File: config.mk
export PLATFORM = sky130hd
export DESIGN_NAME = salru_queue
export DESIGN_NICKNAME = d
export VERILOG_FILES = /design/src/rtl/salru_pkg.sv /design/src/rtl/salru_queue.sv
export SDC_FILE = /design/constraint.sdc
export NUM_CORES = 1
export LEC_CHECK = 0
export BUFFER_PORTS_ARGS = -buffer_cell sky130_fd_sc_hd__buf_2
export CORE_MARGIN = 2
export CORE_UTILIZATION = 30
export CTS_CLUSTER_SIZE = 40
export DETAILED_ROUTE_END_ITERATION = 16
export PLACE_DENSITY_LB_ADDON = 0.12
export SLEW_MARGIN = 0
export SYNTH_ARGS = -nofsm -noshare
export SYNTH_HDL_FRONTEND = slang
export SYNTH_SLANG_ARGS = --single-unit
File: constraint.sdc
create_clock -name clk -period 2.9 [get_ports clk]
set_input_delay 0.58 -clock clk [delete_from_list [all_inputs] [get_ports clk]]
set_output_delay 0.58 -clock clk [all_outputs]
set_load 0.03 [all_outputs]
File: src/rtl/salru_pkg.sv
package salru_pkg;

  localparam int ADDRESS_W   = 32;
  localparam int READ_LAT_W  = 16;
  localparam int WRITE_LAT_W = 16;
  localparam int MEM_LAT_W   = 20;
  localparam int LAT_W       = 22;
  localparam int WAY_OUT_W   = 2;
  localparam int CFG_DATA_W  = 20;
  localparam int CFG_INDEX_W = 2;
  localparam int QUEUE_DEPTH = 2;

  localparam logic [CFG_INDEX_W-1:0] CFG_READ_LATENCY  = CFG_INDEX_W'(0);
  localparam logic [CFG_INDEX_W-1:0] CFG_WRITE_LATENCY = CFG_INDEX_W'(1);
  localparam logic [CFG_INDEX_W-1:0] CFG_MEM_LATENCY   = CFG_INDEX_W'(2);

  localparam logic [READ_LAT_W-1:0]  READ_LAT_RESET  = 16'd1000;
  localparam logic [WRITE_LAT_W-1:0] WRITE_LAT_RESET = 16'd1000;
  localparam logic [MEM_LAT_W-1:0]   MEM_LAT_RESET   = 20'd66000;

  localparam logic REQ_WRITE = 1'b1;

  typedef struct packed {
    logic [READ_LAT_W-1:0]  read_latency;
    logic [WRITE_LAT_W-1:0] write_latency;
    logic [MEM_LAT_W-1:0]   mem_latency;
  } cfg_t;

  typedef struct packed {
    logic empty;
    logic full;
  } q_status_t;

  typedef enum logic [1:0] {
    B_CLEAR,
    B_IDLE,
    B_RESOLVE
  } back_state_t;

  function automatic int flog2(input int v);
    int n;
    int x;
    n = 0;
    x = v;
    while (x > 1) begin
      x = x >> 1;
      n++;
    end
    return n;
  endfunction

  function automatic int tag_width(input int sets, input int line_bytes, input int addr_bits);
    int ab;
    int t;
    ab = (addr_bits < ADDRESS_W) ? addr_bits : ADDRESS_W;
    t = ab - flog2(line_bytes) - flog2(sets);
    return (t > 0) ? t : 1;
  endfunction

endpackage

File: src/rtl/salru_queue.sv
module salru_queue #(
  parameter int WIDTH = 27,
  parameter int DEPTH = 2
) (
  input  logic                 clk,
  input  logic                 rst,
  input  logic                 push,
  input  logic [WIDTH-1:0]     push_data,
  input  logic                 pop,
  output logic [WIDTH-1:0]     pop_data,
  output salru_pkg::q_status_t status
);
  import salru_pkg::*;

  localparam int PTR_W = (DEPTH > 1) ? $clog2(DEPTH) : 1;
  localparam int CNT_W = $clog2(DEPTH + 1);
  localparam logic [PTR_W-1:0] LAST = PTR_W'(DEPTH - 1);

  logic [WIDTH-1:0] entries [DEPTH];
  logic [PTR_W-1:0] wr_ptr;
  logic [PTR_W-1:0] rd_ptr;
  logic [CNT_W-1:0] count;

  always_ff @(posedge clk) begin
    if (rst) begin
      wr_ptr <= '0;
      rd_ptr <= '0;
      count  <= '0;
    end else begin
      if (push) begin
        wr_ptr <= (wr_ptr == LAST) ? '0 : PTR_W'(wr_ptr + 1'b1);
      end
      if (pop) begin
        rd_ptr <= (rd_ptr == LAST) ? '0 : PTR_W'(rd_ptr + 1'b1);
      end
      count <= CNT_W'(count + CNT_W'(push) - CNT_W'(pop));
    end
  end

  always_ff @(posedge clk) begin
    if (push) begin
      entries[wr_ptr] <= push_data;
    end
  end

  assign pop_data     = entries[rd_ptr];
  assign status.empty = (count == '0);
  assign status.full  = (count == CNT_W'(DEPTH));

endmodule

==> flow_summary.toml <==
[run_status]
status = "finished, final reports clean"

[logic_synthesis]
synth_async_sr_flop_share = 0
synth_edf_count = 54
yosysMostFrequentCell = "edfxtp_1"
synth_top_family_by_area = "multiplexers"
synthAdderAreaFrac = 0.0110
synth_seq_area_share = 0.759
synth_nets = 138
syn-mean-instance-area_um2 = 21.6
yosys.area.top_type = "edfxtp_1"
ys_ff_latch = 59
synth_area_leaders = "edfxtp_1, mux2_4, dfxtp_1"
synth_area_um2 = 2270
yosys-top-cells-count = "edfxtp_1, mux2_4, mux2_2, dfxtp_1, nor2_1"
synthDistinctLibCells = 13
synth_xor_area_frac = 0.0177
synth-compound-area-share = 0
yosysWarnings = 0
synth_cells = 105
synth-main-ff-cell = "edfxtp_1"
synth_simple_gate_area_share = 0.0193
synth_top_area_frac = 0.715
synthMuxAreaShare = 0.167

[global_routing]
antenna_found_initial = 0
grt_max_degree = 28
grt_pass1_wl_mm = 6.20
grt_overflow = 0
grtUsageTotal = 0.104
grt_pass1_vias = 1255

[final_layout]
ff_latch_area_um2 = 1720
final.fill_count = 733
design_area_um2 = 2860
finalNetCount = 209
utilization = 0.392
layout.cells.non_filler = 280
n_antenna_cell = 0
multiInputGateArea_um2 = 495
area_growth_pct = 26.0
drive_above_1_share = 0.586

[routing]
dr.pass1.iters = 4
drt_iter0_markers = 41
routed_wl_mm = 4.03
wl_per_cell_um = 14.4
viasPerCell = 4.12
drc = 0
vias = 1154
final_antenna_net_count = 0

[power]
ir_drop_mv = 0.239
powerDensity_nw_per_um2 = 712
p_int_w = 0.00152
p_seq_frac = 0.502
p_sw_w = 0.000518
comb_power_share = 0.159
leakage_nw = 1.14
switching_share = 0.254
clkPwrFrac = 0.340

[clock_tree]
cts_tree = "built"
root_buffer = "clkbuf_8"
cts_setup_buffers = 0
clk_latency_ns = 0.33
cts_resized = 0
clock_sinks = 59
clk_pin_slew_ns = 0.07
cts_buffer_depth = 2
htreeDepth = 3
numCtsBuffers = 9
cts_hold_buffers = 0

[sta]
setup_viol = 0
fin_worst_skew_ns = 0.00691
rsz0062_at_grt = "false"
tns_ns = 0
max_slew_margin = 0.451
worst_slew_pin_slew_ns = 0.822
final.min_clock_period_ns = 2.31
hold_viol = 0
post-route-period-util = 0.796
fin_ws_ns = 0.592
fmax_mhz = 433
slew_viol_final = 0

[floorplanning]
initial_core_util = 0.311
design.die.area_um2 = 8270
num_rows = 31
io_pins = 60
coreArea_um2 = 7290
die_h_um = 91.0
die_w_um = 91.0

[job]
cap_viol_max_count = 0

[min_path]
hold_end = "entries[0][1]"
hp-class = "input port to flip-flop"
hold_depth = 1
worstHoldStart = "push_data[1]"

[critical_path]
crit_chain = "buf_4, mux2_4, buf_2"
crit_arrival_ns = 1.73
crit_path_max_fanout = 16
reg2regPathDepth = 1
slowest_stage = "dfxtp_2"
end_kind = "output pin"
rr_endpoint = "entries[0][0]"
start_kind = "flip-flop"
r2r_slack_ns = 1.50
critPathMaxStageDelay_ns = 0.62
critPathRequiredTime_ns = 2.32
worstSetupPathType = "flip-flop to output pin"
reg2reg_from = "wr_ptr"

[placement]
hpwl_mm = 2.77
gp_congestion = 0.595
dp_cells = 264
dpl-instance-area_um2 = 2680
dp_slack_ns = 0.915
port_buffers = 59
==> sequential cells by signal, indices dropped and copies added, names as in the netlist, named ones only <==
| name | count |
|---|---|
| rd_ptr | 1 |
| count | 2 |
| entries | 54 |
| wr_ptr | 1 |
==> worst max path at each step <==
stage / slack (ns) / end / cells past startpoint
finish: 0.59 / pop_data[13] / 3
floorplan: 0.67 / entries[0][0] / 1
detailed placement: 0.92 / pop_data[13] / 3
global route: 0.50 / pop_data[12] / 3
global placement: 0.96 / pop_data[13] / 3
CTS: 0.54 / pop_data[13] / 3
==> layout make-up <==
cell class              instances  area share
well taps                      99      0.0433
flip-flops and latches         59       0.603
clock buffers                  10      0.0446
repair buffers                 63       0.114
multi-input cells              41       0.173
clock inverters                 6      0.0197
inverters                       2     0.00263
==> metal layers <==
layer / part of all wire / global-route usage / wire (um)
met5: 0 / 0 / 0
met1: 0.38 / 0.106 / 1540
met3: 0.071 / 0.0407 / 287
met2: 0.52 / 0.172 / 2100
met4: 0.025 / 0.0758 / 100
==> cells in the final DEF (no fill, tap or decap), drive strengths merged <==
master     n
and2       1
buf       63
bufinv     1
clkbuf    10
clkinv     4
clkinvlp   1
dfxtp      5
edfxtp    54
ha         2
inv        2
mux2      27
nor2       5
nor2b      3
xnor2      2
xnor3      1
==> worst max-delay path, delay by kind of cell, from the launching register on <==
family,cells,cell delay [ns]
buf+inv,2,0.46
flops,1,0.62
mux,1,0.31
==> power by group through the flow <==
stage	Combinational (W)	Clock [W]	Sequential (W)
finish	0.000323	0.000691	0.00102
global route	0.000346	0.000760	0.00103
CTS	0.000329	0.000717	0.00102
detailed placement	0.000328	0	0.00104
global placement	0.000321	0	0.00104
floorplan	0.000252	0	0.00102
==> stage by stage <==
step	power (W)	hold WS, ns
floorplan	0.00128	0.480
CTS	0.00207	0.409
global route	0.00213	0.406
global placement	0.00136	0.502
detailed placement	0.00137	0.512
finish	0.00203	0.434
==> logic make-up after synthesis <==
kind of cell / after synthesis
buffers and inverters: 5
flip-flops: 59
XOR/XNOR: 3
adder cells (fa/ha/maj): 2
AND/OR/NAND/NOR: 9
multiplexers: 27
(Power assumes the default switching activity.)
