`config.mk`:
```
export PLATFORM = sky130hd
export DESIGN_NAME = salru_front_flat
export DESIGN_NICKNAME = d
export VERILOG_FILES = /design/src/rtl/salru_pkg.sv /design/src/rtl/salru_req_if.sv /design/src/rtl/salru_front.sv /design/src/flat_wrapper.sv
export SDC_FILE = /design/constraint.sdc
export NUM_CORES = 1
export LEC_CHECK = 0
export ABC_AREA = 0
export BUFFER_PORTS_ARGS = -buffer_cell sky130_fd_sc_hd__buf_4
export CAP_MARGIN = 10
export CORE_MARGIN = 2
export CORE_UTILIZATION = 41
export CTS_BUF_LIST = sky130_fd_sc_hd__clkbuf_2 sky130_fd_sc_hd__clkbuf_4 sky130_fd_sc_hd__clkbuf_8
export CTS_CLUSTER_DIAMETER = 60
export CTS_CLUSTER_SIZE = 20
export DETAILED_ROUTE_END_ITERATION = 12
export PLACE_DENSITY_LB_ADDON = 0.2
export SYNTH_ARGS = -nofsm -noshare
export SYNTH_HDL_FRONTEND = slang
export SYNTH_SLANG_ARGS = --single-unit
export TNS_END_PERCENT = 10
```
`constraint.sdc`:
```
create_clock -name clk -period 3.55 [get_ports clk]
set_input_delay 0.355 -clock clk [delete_from_list [all_inputs] [get_ports clk]]
set_output_delay 0.355 -clock clk [all_outputs]
set_load 0.01 [all_outputs]
```
`src/rtl/salru_pkg.sv`:
```
package salru_pkg;

  localparam int ADDRESS_W   = 32;
  localparam int READ_LAT_W  = 16;
  localparam int WRITE_LAT_W = 16;
  localparam int MEM_LAT_W   = 20;
  localparam int LAT_W       = 22;
  localparam int WAY_OUT_W   = 2;
  localparam int CFG_DATA_W  = 20;
  localparam int CFG_INDEX_W = 2;
  localparam int QUEUE_DEPTH = 2;

  localparam logic [CFG_INDEX_W-1:0] CFG_READ_LATENCY  = CFG_INDEX_W'(0);
  localparam logic [CFG_INDEX_W-1:0] CFG_WRITE_LATENCY = CFG_INDEX_W'(1);
  localparam logic [CFG_INDEX_W-1:0] CFG_MEM_LATENCY   = CFG_INDEX_W'(2);

  localparam logic [READ_LAT_W-1:0]  READ_LAT_RESET  = 16'd1000;
  localparam logic [WRITE_LAT_W-1:0] WRITE_LAT_RESET = 16'd1000;
  localparam logic [MEM_LAT_W-1:0]   MEM_LAT_RESET   = 20'd66000;

  localparam logic REQ_WRITE = 1'b1;

  typedef struct packed {
    logic [READ_LAT_W-1:0]  read_latency;
    logic [WRITE_LAT_W-1:0] write_latency;
    logic [MEM_LAT_W-1:0]   mem_latency;
  } cfg_t;

  typedef struct packed {
    logic empty;
    logic full;
  } q_status_t;

  typedef enum logic [1:0] {
    B_CLEAR,
    B_IDLE,
    B_RESOLVE
  } back_state_t;

  function automatic int flog2(input int v);
    int n;
    int x;
    n = 0;
    x = v;
    while (x > 1) begin
      x = x >> 1;
      n++;
    end
    return n;
  endfunction

  function automatic int tag_width(input int sets, input int line_bytes, input int addr_bits);
    int ab;
    int t;
    ab = (addr_bits < ADDRESS_W) ? addr_bits : ADDRESS_W;
    t = ab - flog2(line_bytes) - flog2(sets);
    return (t > 0) ? t : 1;
  endfunction

endpackage

```
`src/rtl/salru_req_if.sv`:
```
interface salru_req_if;
  import salru_pkg::*;

  logic                 valid;
  logic                 ready;
  logic                 req_type;
  logic [ADDRESS_W-1:0] address;

  modport source(output valid, output req_type, output address, input ready);
  modport sink(input valid, input req_type, input address, output ready);
endinterface

```
`src/rtl/salru_front.sv`:
```
module salru_front #(
  parameter int SETS       = 64,
  parameter int LINE_BYTES = 64,
  parameter int ADDR_BITS  = 32,
  localparam int SB     = salru_pkg::flog2(SETS),
  localparam int SET_W  = (SB > 0) ? SB : 1,
  localparam int TAG_W  = salru_pkg::tag_width(SETS, LINE_BYTES, ADDR_BITS),
  localparam int ITEM_W = 1 + SET_W + TAG_W
) (
  input  logic                  clk,
  input  logic                  rst,
  salru_req_if.sink             req,
  input  logic                  accept_en,
  input  salru_pkg::q_status_t  q_status,
  output logic                  push,
  output logic [ITEM_W-1:0]     push_item
);
  import salru_pkg::*;

  localparam int OB = flog2(LINE_BYTES);
  localparam logic [ADDRESS_W-1:0] ADDR_MASK = (ADDR_BITS >= ADDRESS_W) ? '1 :
    ADDRESS_W'((64'd1 << ADDR_BITS) - 64'd1);

  logic                 slot_valid;
  logic                 slot_valid_next;
  logic [ITEM_W-1:0]    slot;
  logic [ADDRESS_W-1:0] addr_m;
  logic [ADDRESS_W-1:0] set_field;
  logic [ADDRESS_W-1:0] tag_field;
  logic [SET_W-1:0]     set_idx;
  logic [TAG_W-1:0]     tag;
  logic                 accept;

  always_comb begin
    addr_m    = req.address & ADDR_MASK;
    set_field = addr_m >> OB;
    tag_field = addr_m >> (OB + SB);
    set_idx   = (SB > 0) ? set_field[SET_W-1:0] : '0;
    tag       = tag_field[TAG_W-1:0];
  end

  assign push      = slot_valid && !q_status.full;
  assign req.ready = accept_en && (!slot_valid || push);
  assign accept    = req.valid && req.ready;
  assign push_item = slot;

  always_comb begin
    if (accept) begin
      slot_valid_next = 1'b1;
    end else if (push) begin
      slot_valid_next = 1'b0;
    end else begin
      slot_valid_next = slot_valid;
    end
  end

  always_ff @(posedge clk) begin
    if (rst) begin
      slot_valid <= 1'b0;
    end else begin
      slot_valid <= slot_valid_next;
    end
  end

  always_ff @(posedge clk) begin
    if (accept) begin
      slot <= {req.req_type == REQ_WRITE, set_idx, tag};
    end
  end

endmodule

```
`src/flat_wrapper.sv`:
```
// flat-port wrapper written by rule: the top's interface ports become plain ports
module salru_front_flat import salru_pkg::*;
#(
  parameter int SETS       = 64,
  parameter int LINE_BYTES = 64,
  parameter int ADDR_BITS  = 32,
  localparam int SB     = salru_pkg::flog2(SETS),
  localparam int SET_W  = (SB > 0) ? SB : 1,
  localparam int TAG_W  = salru_pkg::tag_width(SETS, LINE_BYTES, ADDR_BITS),
  localparam int ITEM_W = 1 + SET_W + TAG_W
)
  (clk, rst, accept_en, q_status, push, push_item, req_valid, req_req_type, req_address, req_ready);
  salru_req_if req_i ();
  input  logic clk;
  input  logic rst;
  input  logic accept_en;
  input  salru_pkg::q_status_t q_status;
  output logic push;
  output logic [ITEM_W-1:0] push_item;
  input wire logic [$bits(req_i.valid)-1:0] req_valid;
  input wire logic [$bits(req_i.req_type)-1:0] req_req_type;
  input wire logic [$bits(req_i.address)-1:0] req_address;
  output wire logic [$bits(req_i.ready)-1:0] req_ready;
  assign req_i.valid = req_valid;
  assign req_i.req_type = req_req_type;
  assign req_i.address = req_address;
  assign req_ready = req_i.ready;
  salru_front #(.SETS(SETS), .LINE_BYTES(LINE_BYTES), .ADDR_BITS(ADDR_BITS)) u_core (.clk(clk), .rst(rst), .req(req_i), .accept_en(accept_en), .q_status(q_status), .push(push), .push_item(push_item));
endmodule
```
==> results of run 1 <==
## cell usage after synthesis
cell      count
edfxtp_1     27
nand2_1       2
dfxtp_1       1
and2_1        1
a21oi_1       2
and2b_2       1
## kinds of logic after synthesis
logic type         Yosys count  share of synthesized area [%]
AOI/OAI and AO/OA            2                           1.16
DFF                         28                           96.2
and+or+nand+nor              4                           2.61
## through the flow
stage | setup slack (ns) | hold WS, ns | total power (W) | util, % | cell area (um^2)
2_1_floorplan | 1.37 | 0.424 | 0.000405 | - | 863
5_1_grt | 2.05 | 0.155 | 0.000666 | 71.2 | 1410
4_1_cts | 2.11 | 0.167 | 0.000649 | 71.2 | 1410
6_report | 2.13 | 0.172 | 0.000643 | 71.2 | 1410
3_3_place_gp | 2.30 | 0.472 | 0.000451 | 68.6 | 1360
3_5_place_dp | 2.26 | 0.495 | 0.000453 | 68.6 | 1360
## worst max-delay path by stage
stage	startpoint	end	slack, ns	depth (start not counted)
2_1_floorplan	accept_en	u_core.push_item[0]	1.37	2
3_5_place_dp	accept_en	u_core.push_item[19]	2.26	4
5_1_grt	u_core.slot_valid	req_ready	2.05	3
6_report	u_core.slot_valid	req_ready	2.13	3
4_1_cts	u_core.slot_valid	req_ready	2.11	3
3_3_place_gp	accept_en	u_core.push_item[10]	2.30	4
## worst max-delay path: cells and delay by family, from the launching register on
kind          cells  cell delay [ns]
flops             1             0.39
simple gates      2             0.23
buf+inv           1             0.14
## sequential cells by signal, indices dropped and copies added, names as in the netlist
register and flops:
u_core.slot_valid 1, u_core.push_item 27
## report_power, final
part | switching (W) | internal [W] | leakage, nW
clock | 0.0000850 | 0.000114 | 0.0279
sequential | 0.00000343 | 0.000379 | 0.261
combinational | 0.0000231 | 0.0000389 | 0.309
total | 0.000112 | 0.000532 | 0.597
## layer usage
layer / vias to the layer above / share of wire [%] / track usage, %
met3: 0 / 7.8 / 2.73
met5: - / 0 / 0
met2: 31 / 61 / 23.1
li1: 260 / - / -
met4: 0 / 0 / 2.78
met1: 222 / 31 / 10.5
## final cells by class
type	instances	area [um^2]
Clock inverter	1	30.0
Tap cell	27	33.8
Sequential cell	28	831
Multi-Input combinational cell	6	36.3
Clock buffer	3	22.5
Fill cell	125	571
Timing Repair Buffer	61	458
==> flow_summary_export.csv, run 1 <==
group,metric,value,unit
synth,syn-num-nets,73,
timing,max_slew_margin,78.5,%
detailed_routing,via_count,513,
grt,grt_pass1_wl,2060,um
setup_path,crit_chain,"nand2_1 > and2_1 > buf_4",
synth,netlist_instances,34,
setup_path,crit_fanout,3,
setup_path,ff2ff_setup_slack,2.43,ns
detailed_routing,wirelength,1380,um
finish,drive_above_1_share,67.7,%
setup_path,critPathMaxStageDelay,0.39,ns
min_path,min-delay-start,"rst",
synth,yosysWarnings,0,
clock_network,cts_setup_buffers,0,
timing,finClkSkew,0.00363,ns
detailed_routing,wl_per_cell,10.9,um
finish,final_cell_mix,"buf_4, edfxtp_1, clkbuf_4",
placement,io_buffers,60,
floorplanning,core_area,1980,um^2
detailed_routing,vias_per_cell,4.07,
clock_network,cts_buffer_depth,2,
timing,fmax,0.703,GHz
timing,drv_slew,0,
clock_network,cts_tree,"done",
detailed_routing,drc,0,
status,outcome,"completed",
setup_path,cp.required,3.19,ns
detailed_routing,drt_iter0_drc,2,
setup_path,setup.worst_path.class,"register to primary output",
floorplanning,dieArea,2490,um^2
finish,n_antenna_cell,0,
finish,instances_no_fill,126,
flow_run,drv_cap,0,
grt,grt_usage,11.2,%
clock_network,insertion_delay,0.31,ns
synth,netlist_area,863,um^2
setup_path,endpoint_kind,"primary output",
floorplanning,start_util,43.6,%
grt,grt_pass1_vias,497,
detailed_routing,ant_nets,0,
power_and_ir_drop,leakagePower,0.597,nW
clock_network,htreeDepth,1,
grt,grt_max_degree,28,
grt,overflow,0,
setup_path,r2r-end,"u_core.push_item[0]",
floorplanning,dieWidth,49.9,um
setup_path,rr_worst_depth,2,
placement,dp_cells,122,
grt,antenna_found_initial,0,
min_path,hold_path_end,"u_core.slot_valid",
synth,seq_area_frac_synth,96.2,%
setup_path,r2r_start,"u_core.slot_valid",
timing,tns,0,ns
clock_network,cts_sinks,28,
setup_path,worst_path_max_delay_cell,"dfxtp_1",
clock_network,holdBufCountCts,0,
power_and_ir_drop,power.density,456,nW/um^2
synth,ys_types,6,
finish,layout_commonest_cell,"buf_4",
clock_network,cts_resized,0,
power_and_ir_drop,ir_worst_vdd,0.308,mV
floorplanning,die_y,49.9,um
detailed_routing,first_pass_iters,3,
synth,yosys-top-cells-area,"edfxtp_1, dfxtp_1, a21oi_1, and2b_2, nand2_1",
placement,place_congestion,0.681,
timing,period_minus_slack,1.42,ns
min_path,hold_depth,2,
setup_path,worstPathArrival,1.07,ns
timing,worst_pin_slew,0.322,ns
clock_network,clk_pin_slew,0.14,ns
setup_path,start_kind,"register",
synth,yosysTopAreaCellShare,93.9,%
finish,nets,139,
clock_network,cts_inserted_buffers,3,
synth,postSynthAreaPerCell,25.4,um^2
timing,final-setup-viol-count,0,
floorplanning,placementRows,16,
timing,rsz0062_at_grt,"no",
min_path,hp-class,"input pin to register",
placement,place_hpwl,1100,um
clock_network,root_buffer,"clkbuf_4",
synth,ys_ff_latch,28,
synth,yosysTopAreaCell,"edfxtp_1",
timing,post-route-period-util,40.1,%
timing,finalHoldViolations,0,
floorplanning,num_io_pins,68,
finish,area_growth_syn_to_layout,63.5,%
No activity file was read; power rests on OpenSTA's default activity.
==> run 2: changes to the inputs <==
--- a/config.mk
+++ b/config.mk
@@ -9,7 +9,7 @@
 export BUFFER_PORTS_ARGS = -buffer_cell sky130_fd_sc_hd__buf_4
 export CAP_MARGIN = 10
 export CORE_MARGIN = 2
-export CORE_UTILIZATION = 41
+export CORE_UTILIZATION = 36
 export CTS_BUF_LIST = sky130_fd_sc_hd__clkbuf_2 sky130_fd_sc_hd__clkbuf_4 sky130_fd_sc_hd__clkbuf_8
 export CTS_CLUSTER_DIAMETER = 60
 export CTS_CLUSTER_SIZE = 20
==> constraint.sdc (replaced) <==
create_clock -name clk -period 1.1 [get_ports clk]
set_input_delay 0.11 -clock clk [delete_from_list [all_inputs] [get_ports clk]]
set_output_delay 0.11 -clock clk [all_outputs]
set_load 0.01 [all_outputs]
==> run 2 against run 1 <==
The run now ends with setup timing left. Power rose to 3.4 times the previous value. First-iteration DRC count stayed put. Final cell count rose by 25%. Global-route usage up 3.3 points. Combinational power increased to 4.9 times the previous value. Worst hold slack got worse by 0.067 ns. Largest power group unchanged.
==> flow_summary_export.csv, run 2 (synthesis gave the netlist of run 1 again) <==
group,metric,value,unit
floorplanning,num_io_pins,68,
clock_network,cts_sinks,28,
min_path,min-delay-start,"req_valid",
floorplanning,placementRows,17,
timing,max_slew_margin,90.1,%
finish,fillCellCount,136,
setup_path,worstPathArrival,1.15,ns
power_and_ir_drop,pwr-share-seq,56.3,%
flow_run,drv_cap,0,
floorplanning,dieArea,2810,um^2
status,violations,"setup timing",
clock_network,cts_inserted_buffers,3,
power_and_ir_drop,power.switching,0.000397,W
min_path,hold_depth,3,
timing,drv_slew,0,
clock_network,cts_tree,"done",
finish,final_cell_mix,"buf_4, dlygate4sd3_1, edfxtp_1",
finish,instances_no_fill,157,
grt,grt_max_degree,28,
setup_path,r2r_start,"u_core.slot_valid",
timing,finClkSkew,0.000792,ns
clock_network,cts_buffer_depth,2,
timing,tns,-0.0384,ns
detailed_routing,via_count,648,
grt,overflow,0,
power_and_ir_drop,clkPwrFrac,29.8,%
status,outcome,"complete, but fails checks",
placement,dp_cells,123,
clock_network,insertion_delay,0.32,ns
floorplanning,core_area,2230,um^2
grt,grt_pass1_vias,676,
min_path,hp-class,"input pin to register",
detailed_routing,ant_nets,0,
power_and_ir_drop,p_total,0.00219,W
timing,worst_pin_slew,0.148,ns
clock_network,clk_pin_slew,0.14,ns
setup_path,rr_worst_depth,3,
floorplanning,die_y,53.0,um
setup_path,cp.required,1.14,ns
setup_path,crit_fanout,27,
power_and_ir_drop,power_frac_comb,13.8,%
timing,post-route-period-util,100,%
detailed_routing,drt_iter0_drc,2,
detailed_routing,vias_per_cell,4.13,
detailed_routing,wirelength,1930,um
finish,layout_commonest_cell,"buf_4",
power_and_ir_drop,intPower,0.00180,W
finish,largest_reg_flops,27,
detailed_routing,wl_per_cell,12.3,um
setup_path,endpoint_kind,"register",
finish,nets,169,
floorplanning,dieWidth,53.0,um
setup_path,setup.worst_path.class,"register to register",
placement,place_ws,0.119,ns
detailed_routing,drc,0,
detailed_routing,first_pass_iters,2,
placement,io_buffers,60,
timing,final-setup-viol-count,13,
placement,place_hpwl,1240,um
timing,setup_ws,-0.00432,ns
finish,n_antenna_cell,0,
timing,period_minus_slack,1.10,ns
setup_path,r2r-end,"u_core.push_item[8]",
grt,grt_pass1_wl,2750,um
clock_network,root_buffer,"clkbuf_4",
grt,antenna_found_initial,0,
power_and_ir_drop,switching_share,18.1,%
timing,fmax,0.906,GHz
finish,drive_above_1_share,55.8,%
setup_path,ff2ff_setup_slack,-0.004,ns
finish,area_growth_syn_to_layout,102,%
power_and_ir_drop,ir_worst_vdd,0.818,mV
setup_path,start_kind,"register",
min_path,hold_path_end,"u_core.slot_valid",
clock_network,htreeDepth,1,
floorplanning,start_util,38.7,%
finish,utilization,78.0,%
timing,finalHoldViolations,0,
timing,rsz0062_at_grt,"yes",
placement,place_congestion,0.639,
power_and_ir_drop,power.density,1260,nW/um^2
grt,grt_usage,14.5,%
power_and_ir_drop,leakagePower,0.734,nW
run 2: final cells by class:
cell class | instances | area [um^2] | area share [%]
Tap cell | 28 | 35.0 | 2.01
Multi-Input combinational cell | 6 | 48.8 | 2.80
Clock buffer | 3 | 22.5 | 1.29
Timing Repair Buffer | 91 | 773 | 44.4
Clock inverter | 1 | 30.0 | 1.72
Sequential cell | 28 | 832 | 47.8
run 2: stage by stage:
step | cell area (um^2) | hold WS [ns]
floorplan | 876 | 0.172
global placement | 1380 | 0.257
detailed placement | 1380 | 0.262
CTS | 1730 | 0.0477
global route | 1740 | 0.105
finish | 1740 | 0.106
run 2: worst max path at each step:
stage                            from              endpoint  slack, ns
finish              u_core.slot_valid   u_core.push_item[8]     -0.004
global route        u_core.slot_valid             req_ready      -0.06
global placement    u_core.slot_valid  u_core.push_item[24]       0.14
detailed placement  u_core.slot_valid   u_core.push_item[7]       0.12
floorplan           u_core.slot_valid   u_core.push_item[0]      -0.12
CTS                 u_core.slot_valid             req_ready      -0.03
run 2: power by group through the flow:
stage / sequential, W / combinational [W] / clock [W]
after floorplan: 0.00128 / 0.0000258 / 0
after global placement: 0.00126 / 0.000210 / 0
after detailed placement: 0.00126 / 0.000214 / 0
after CTS: 0.00124 / 0.000303 / 0.000683
after global routing: 0.00124 / 0.000324 / 0.000730
final: 0.00123 / 0.000303 / 0.000654
run 2: per-layer routing:
layer | up-vias | track usage (%) | routed length [um]
met4 | 0 | 5.13 | 0
met5 | - | 0 | 0
met2 | 32 | 31.0 | 1160
met3 | 0 | 3.95 | 149
li1 | 321 | - | -
met1 | 295 | 11.8 | 616
run 2: what timing repair did:
item                                    in CTS  in global routing
gates resized for setup                      4                  0
endpoints found under the hold margin       28                  0
hold buffers                                28                  0
pin swaps                                    2                  1
endpoints found under the setup margin       2                 29
buffers inserted                             1                  1
run 2: critical path: stages (launching register included):
cell	delay, ns
dfxtp_2	0.36
buf_4	0.13
a21oi_4	0.13
buf_12	0.20
==> run 3: changes to the inputs <==
--- a/config.mk
+++ b/config.mk
@@ -9,7 +9,7 @@
 export BUFFER_PORTS_ARGS = -buffer_cell sky130_fd_sc_hd__buf_4
 export CAP_MARGIN = 10
 export CORE_MARGIN = 2
-export CORE_UTILIZATION = 36
+export CORE_UTILIZATION = 41
 export CTS_BUF_LIST = sky130_fd_sc_hd__clkbuf_2 sky130_fd_sc_hd__clkbuf_4 sky130_fd_sc_hd__clkbuf_8
 export CTS_CLUSTER_DIAMETER = 60
 export CTS_CLUSTER_SIZE = 20
==> constraint.sdc (replaced) <==
create_clock -name clk -period 1.4 [get_ports clk]
set_input_delay 0.14 -clock clk [delete_from_list [all_inputs] [get_ports clk]]
set_output_delay 0.14 -clock clk [all_outputs]
set_load 0.005 [all_outputs]
==> run 3 against run 2 <==
The flow now finishes without violations. Worst hold slack gained 0.028 ns. Design area decreased by 2.7%. Global-route usage increased by 1.9 points. Sequential power is 21% lower. Combinational power decreased by 29%. Largest power group unchanged.
==> flow_summary_export.csv, run 3 (synthesis gave the netlist of run 1 again) <==
group,metric,value,unit
setup_path,start_kind,"register",
clock_network,htreeDepth,1,
timing,finClkSkew,0.00538,ns
floorplanning,die_y,49.9,um
setup_path,path_buf_inv,1,
finish,final_cell_mix,"buf_4, dlygate4sd3_1, edfxtp_1",
grt,overflow,0,
clock_network,cts_buffer_depth,2,
clock_network,cts_inserted_buffers,3,
flow_run,drv_cap,0,
setup_path,crit_family,"flip-flops",
detailed_routing,wl_per_cell,12.5,um
timing,post-route-period-util,90.0,%
timing,tns,0,ns
detailed_routing,drc,0,
detailed_routing,ant_nets,0,
finish,nets,167,
finish,layout_commonest_cell,"buf_4",
clock_network,insertion_delay,0.31,ns
floorplanning,start_util,43.6,%
floorplanning,dieWidth,49.9,um
placement,io_buffers,60,
timing,holdWs,0.134,ns
detailed_routing,via_count,659,
setup_path,worst_path_max_delay_cell,"dfxtp_1",
status,outcome,"completed",
setup_path,setup.worst_path.class,"register to primary output",
finish,seq_area,831,um^2
finish,n_antenna_cell,0,
timing,finalHoldViolations,0,
clock_network,clk_pin_slew,0.14,ns
setup_path,endpoint_kind,"primary output",
finish,fillCellCount,85,
timing,worst_pin_slew,0.150,ns
clock_network,root_buffer,"clkbuf_4",
clock_network,cts_sinks,28,
timing,drv_slew,0,
grt,grt_pass1_wl,2930,um
detailed_routing,wirelength,1930,um
timing,rsz0062_at_grt,"no",
floorplanning,placementRows,16,
floorplanning,dieArea,2490,um^2
setup_path,crit_chain,"nand2_1 > and2_1 > buf_4",
min_path,hp-class,"input pin to register",
grt,grt_pass1_vias,648,
timing,period_minus_slack,1.26,ns
power_and_ir_drop,power.density,920,nW/um^2
finish,multi_input_area,43.8,um^2
floorplanning,num_io_pins,68,
power_and_ir_drop,ir_worst_vdd,0.657,mV
detailed_routing,first_pass_iters,4,
grt,antenna_found_initial,0,
placement,dp_cells,122,
timing,final-setup-viol-count,0,
timing,max_slew_margin,90.0,%
clock_network,cts_setup_buffers,0,
detailed_routing,drt_iter0_drc,6,
detailed_routing,vias_per_cell,4.28,
grt,grt_usage,16.4,%
floorplanning,core_area,1980,um^2
placement,place_congestion,0.734,
setup_path,crit_fanout,3,
finish,drive_above_1_share,52.8,%
finish,largest_reg_flops,27,
grt,grt_max_degree,28,
power_and_ir_drop,leakagePower,0.712,nW
finish,area_growth_syn_to_layout,96.4,%
finish,instances_no_fill,154,
clock_network,cts_tree,"done",
timing,fmax,0.794,GHz
setup_path,critPathMaxStageDelay,0.41,ns
setup_path,worstPathArrival,1.12,ns
setup_path,cp.required,1.26,ns
## run 3: changes by cell type in the layout (fill, tap and decap cells not counted), sizes merged
cell    change
buf         -2
bufinv      -1
clkbuf      +1
## run 3: routing by layer
| metal | vias up | track usage (%) | part of all wire (%) |
|---|---|---|---|
| met5 | - | 0 | 0 |
| met4 | 0 | 4.17 | 0 |
| met3 | 0 | 3.64 | 4.8 |
| met2 | 32 | 34.0 | 63 |
| met1 | 310 | 15.7 | 32 |
| li1 | 317 | - | - |
## run 3: path summary, 6_finish.rpt
kind                      from                   to  slack (ns)  cells after the start
max reg2reg  u_core.slot_valid  u_core.push_item[8]        0.39                      2
min reg2reg  u_core.slot_valid    u_core.slot_valid        0.56                      2
max          u_core.slot_valid            req_ready        0.14                      3
min                q_status[0]    u_core.slot_valid        0.13                      3
## run 3: worst register-to-register path, cell delays in order, from the launching register on
cell and delay (ns):
dfxtp_1 0.37, a21oi_4 0.16, buf_12 0.20
## run 3: through the flow
| stage | utilization, % | total power [W] | cell area (um^2) | setup WS (ns) |
|---|---|---|---|---|
| floorplan | - | 0.00101 | 875 | 0.176 |
| global placement | 69.6 | 0.00114 | 1380 | 0.433 |
| detailed placement | 69.6 | 0.00114 | 1380 | 0.409 |
| CTS | 85.5 | 0.00157 | 1700 | 0.154 |
| global route | 85.5 | 0.00163 | 1700 | 0.0759 |
| finish | 85.5 | 0.00156 | 1700 | 0.140 |
## run 3: area by class of cell
cell class                      instances  area share (%)
Tap cell                               27            1.99
Timing Repair Buffer                   89            44.3
Multi-Input combinational cell          6            2.58
Clock buffer                            4            2.14
Sequential cell                        28            49.0
## run 3: repair_timing
item	in CTS	in global routing
endpoints found under the setup margin	0	0
hold buffers	28	0
endpoints found under the hold margin	28	0
gates resized for setup	0	0
## run 3: where the power goes
group | leakage (nW) | total (W) | switching [W] | internal, W
clock network | 0.0210 | 0.000373 | 0.000214 | 0.000159
logic | 0.431 | 0.000216 | 0.0000629 | 0.000153
registers | 0.261 | 0.000970 | 0.0000102 | 0.000960
total | 0.712 | 0.00156 | 0.000287 | 0.00127
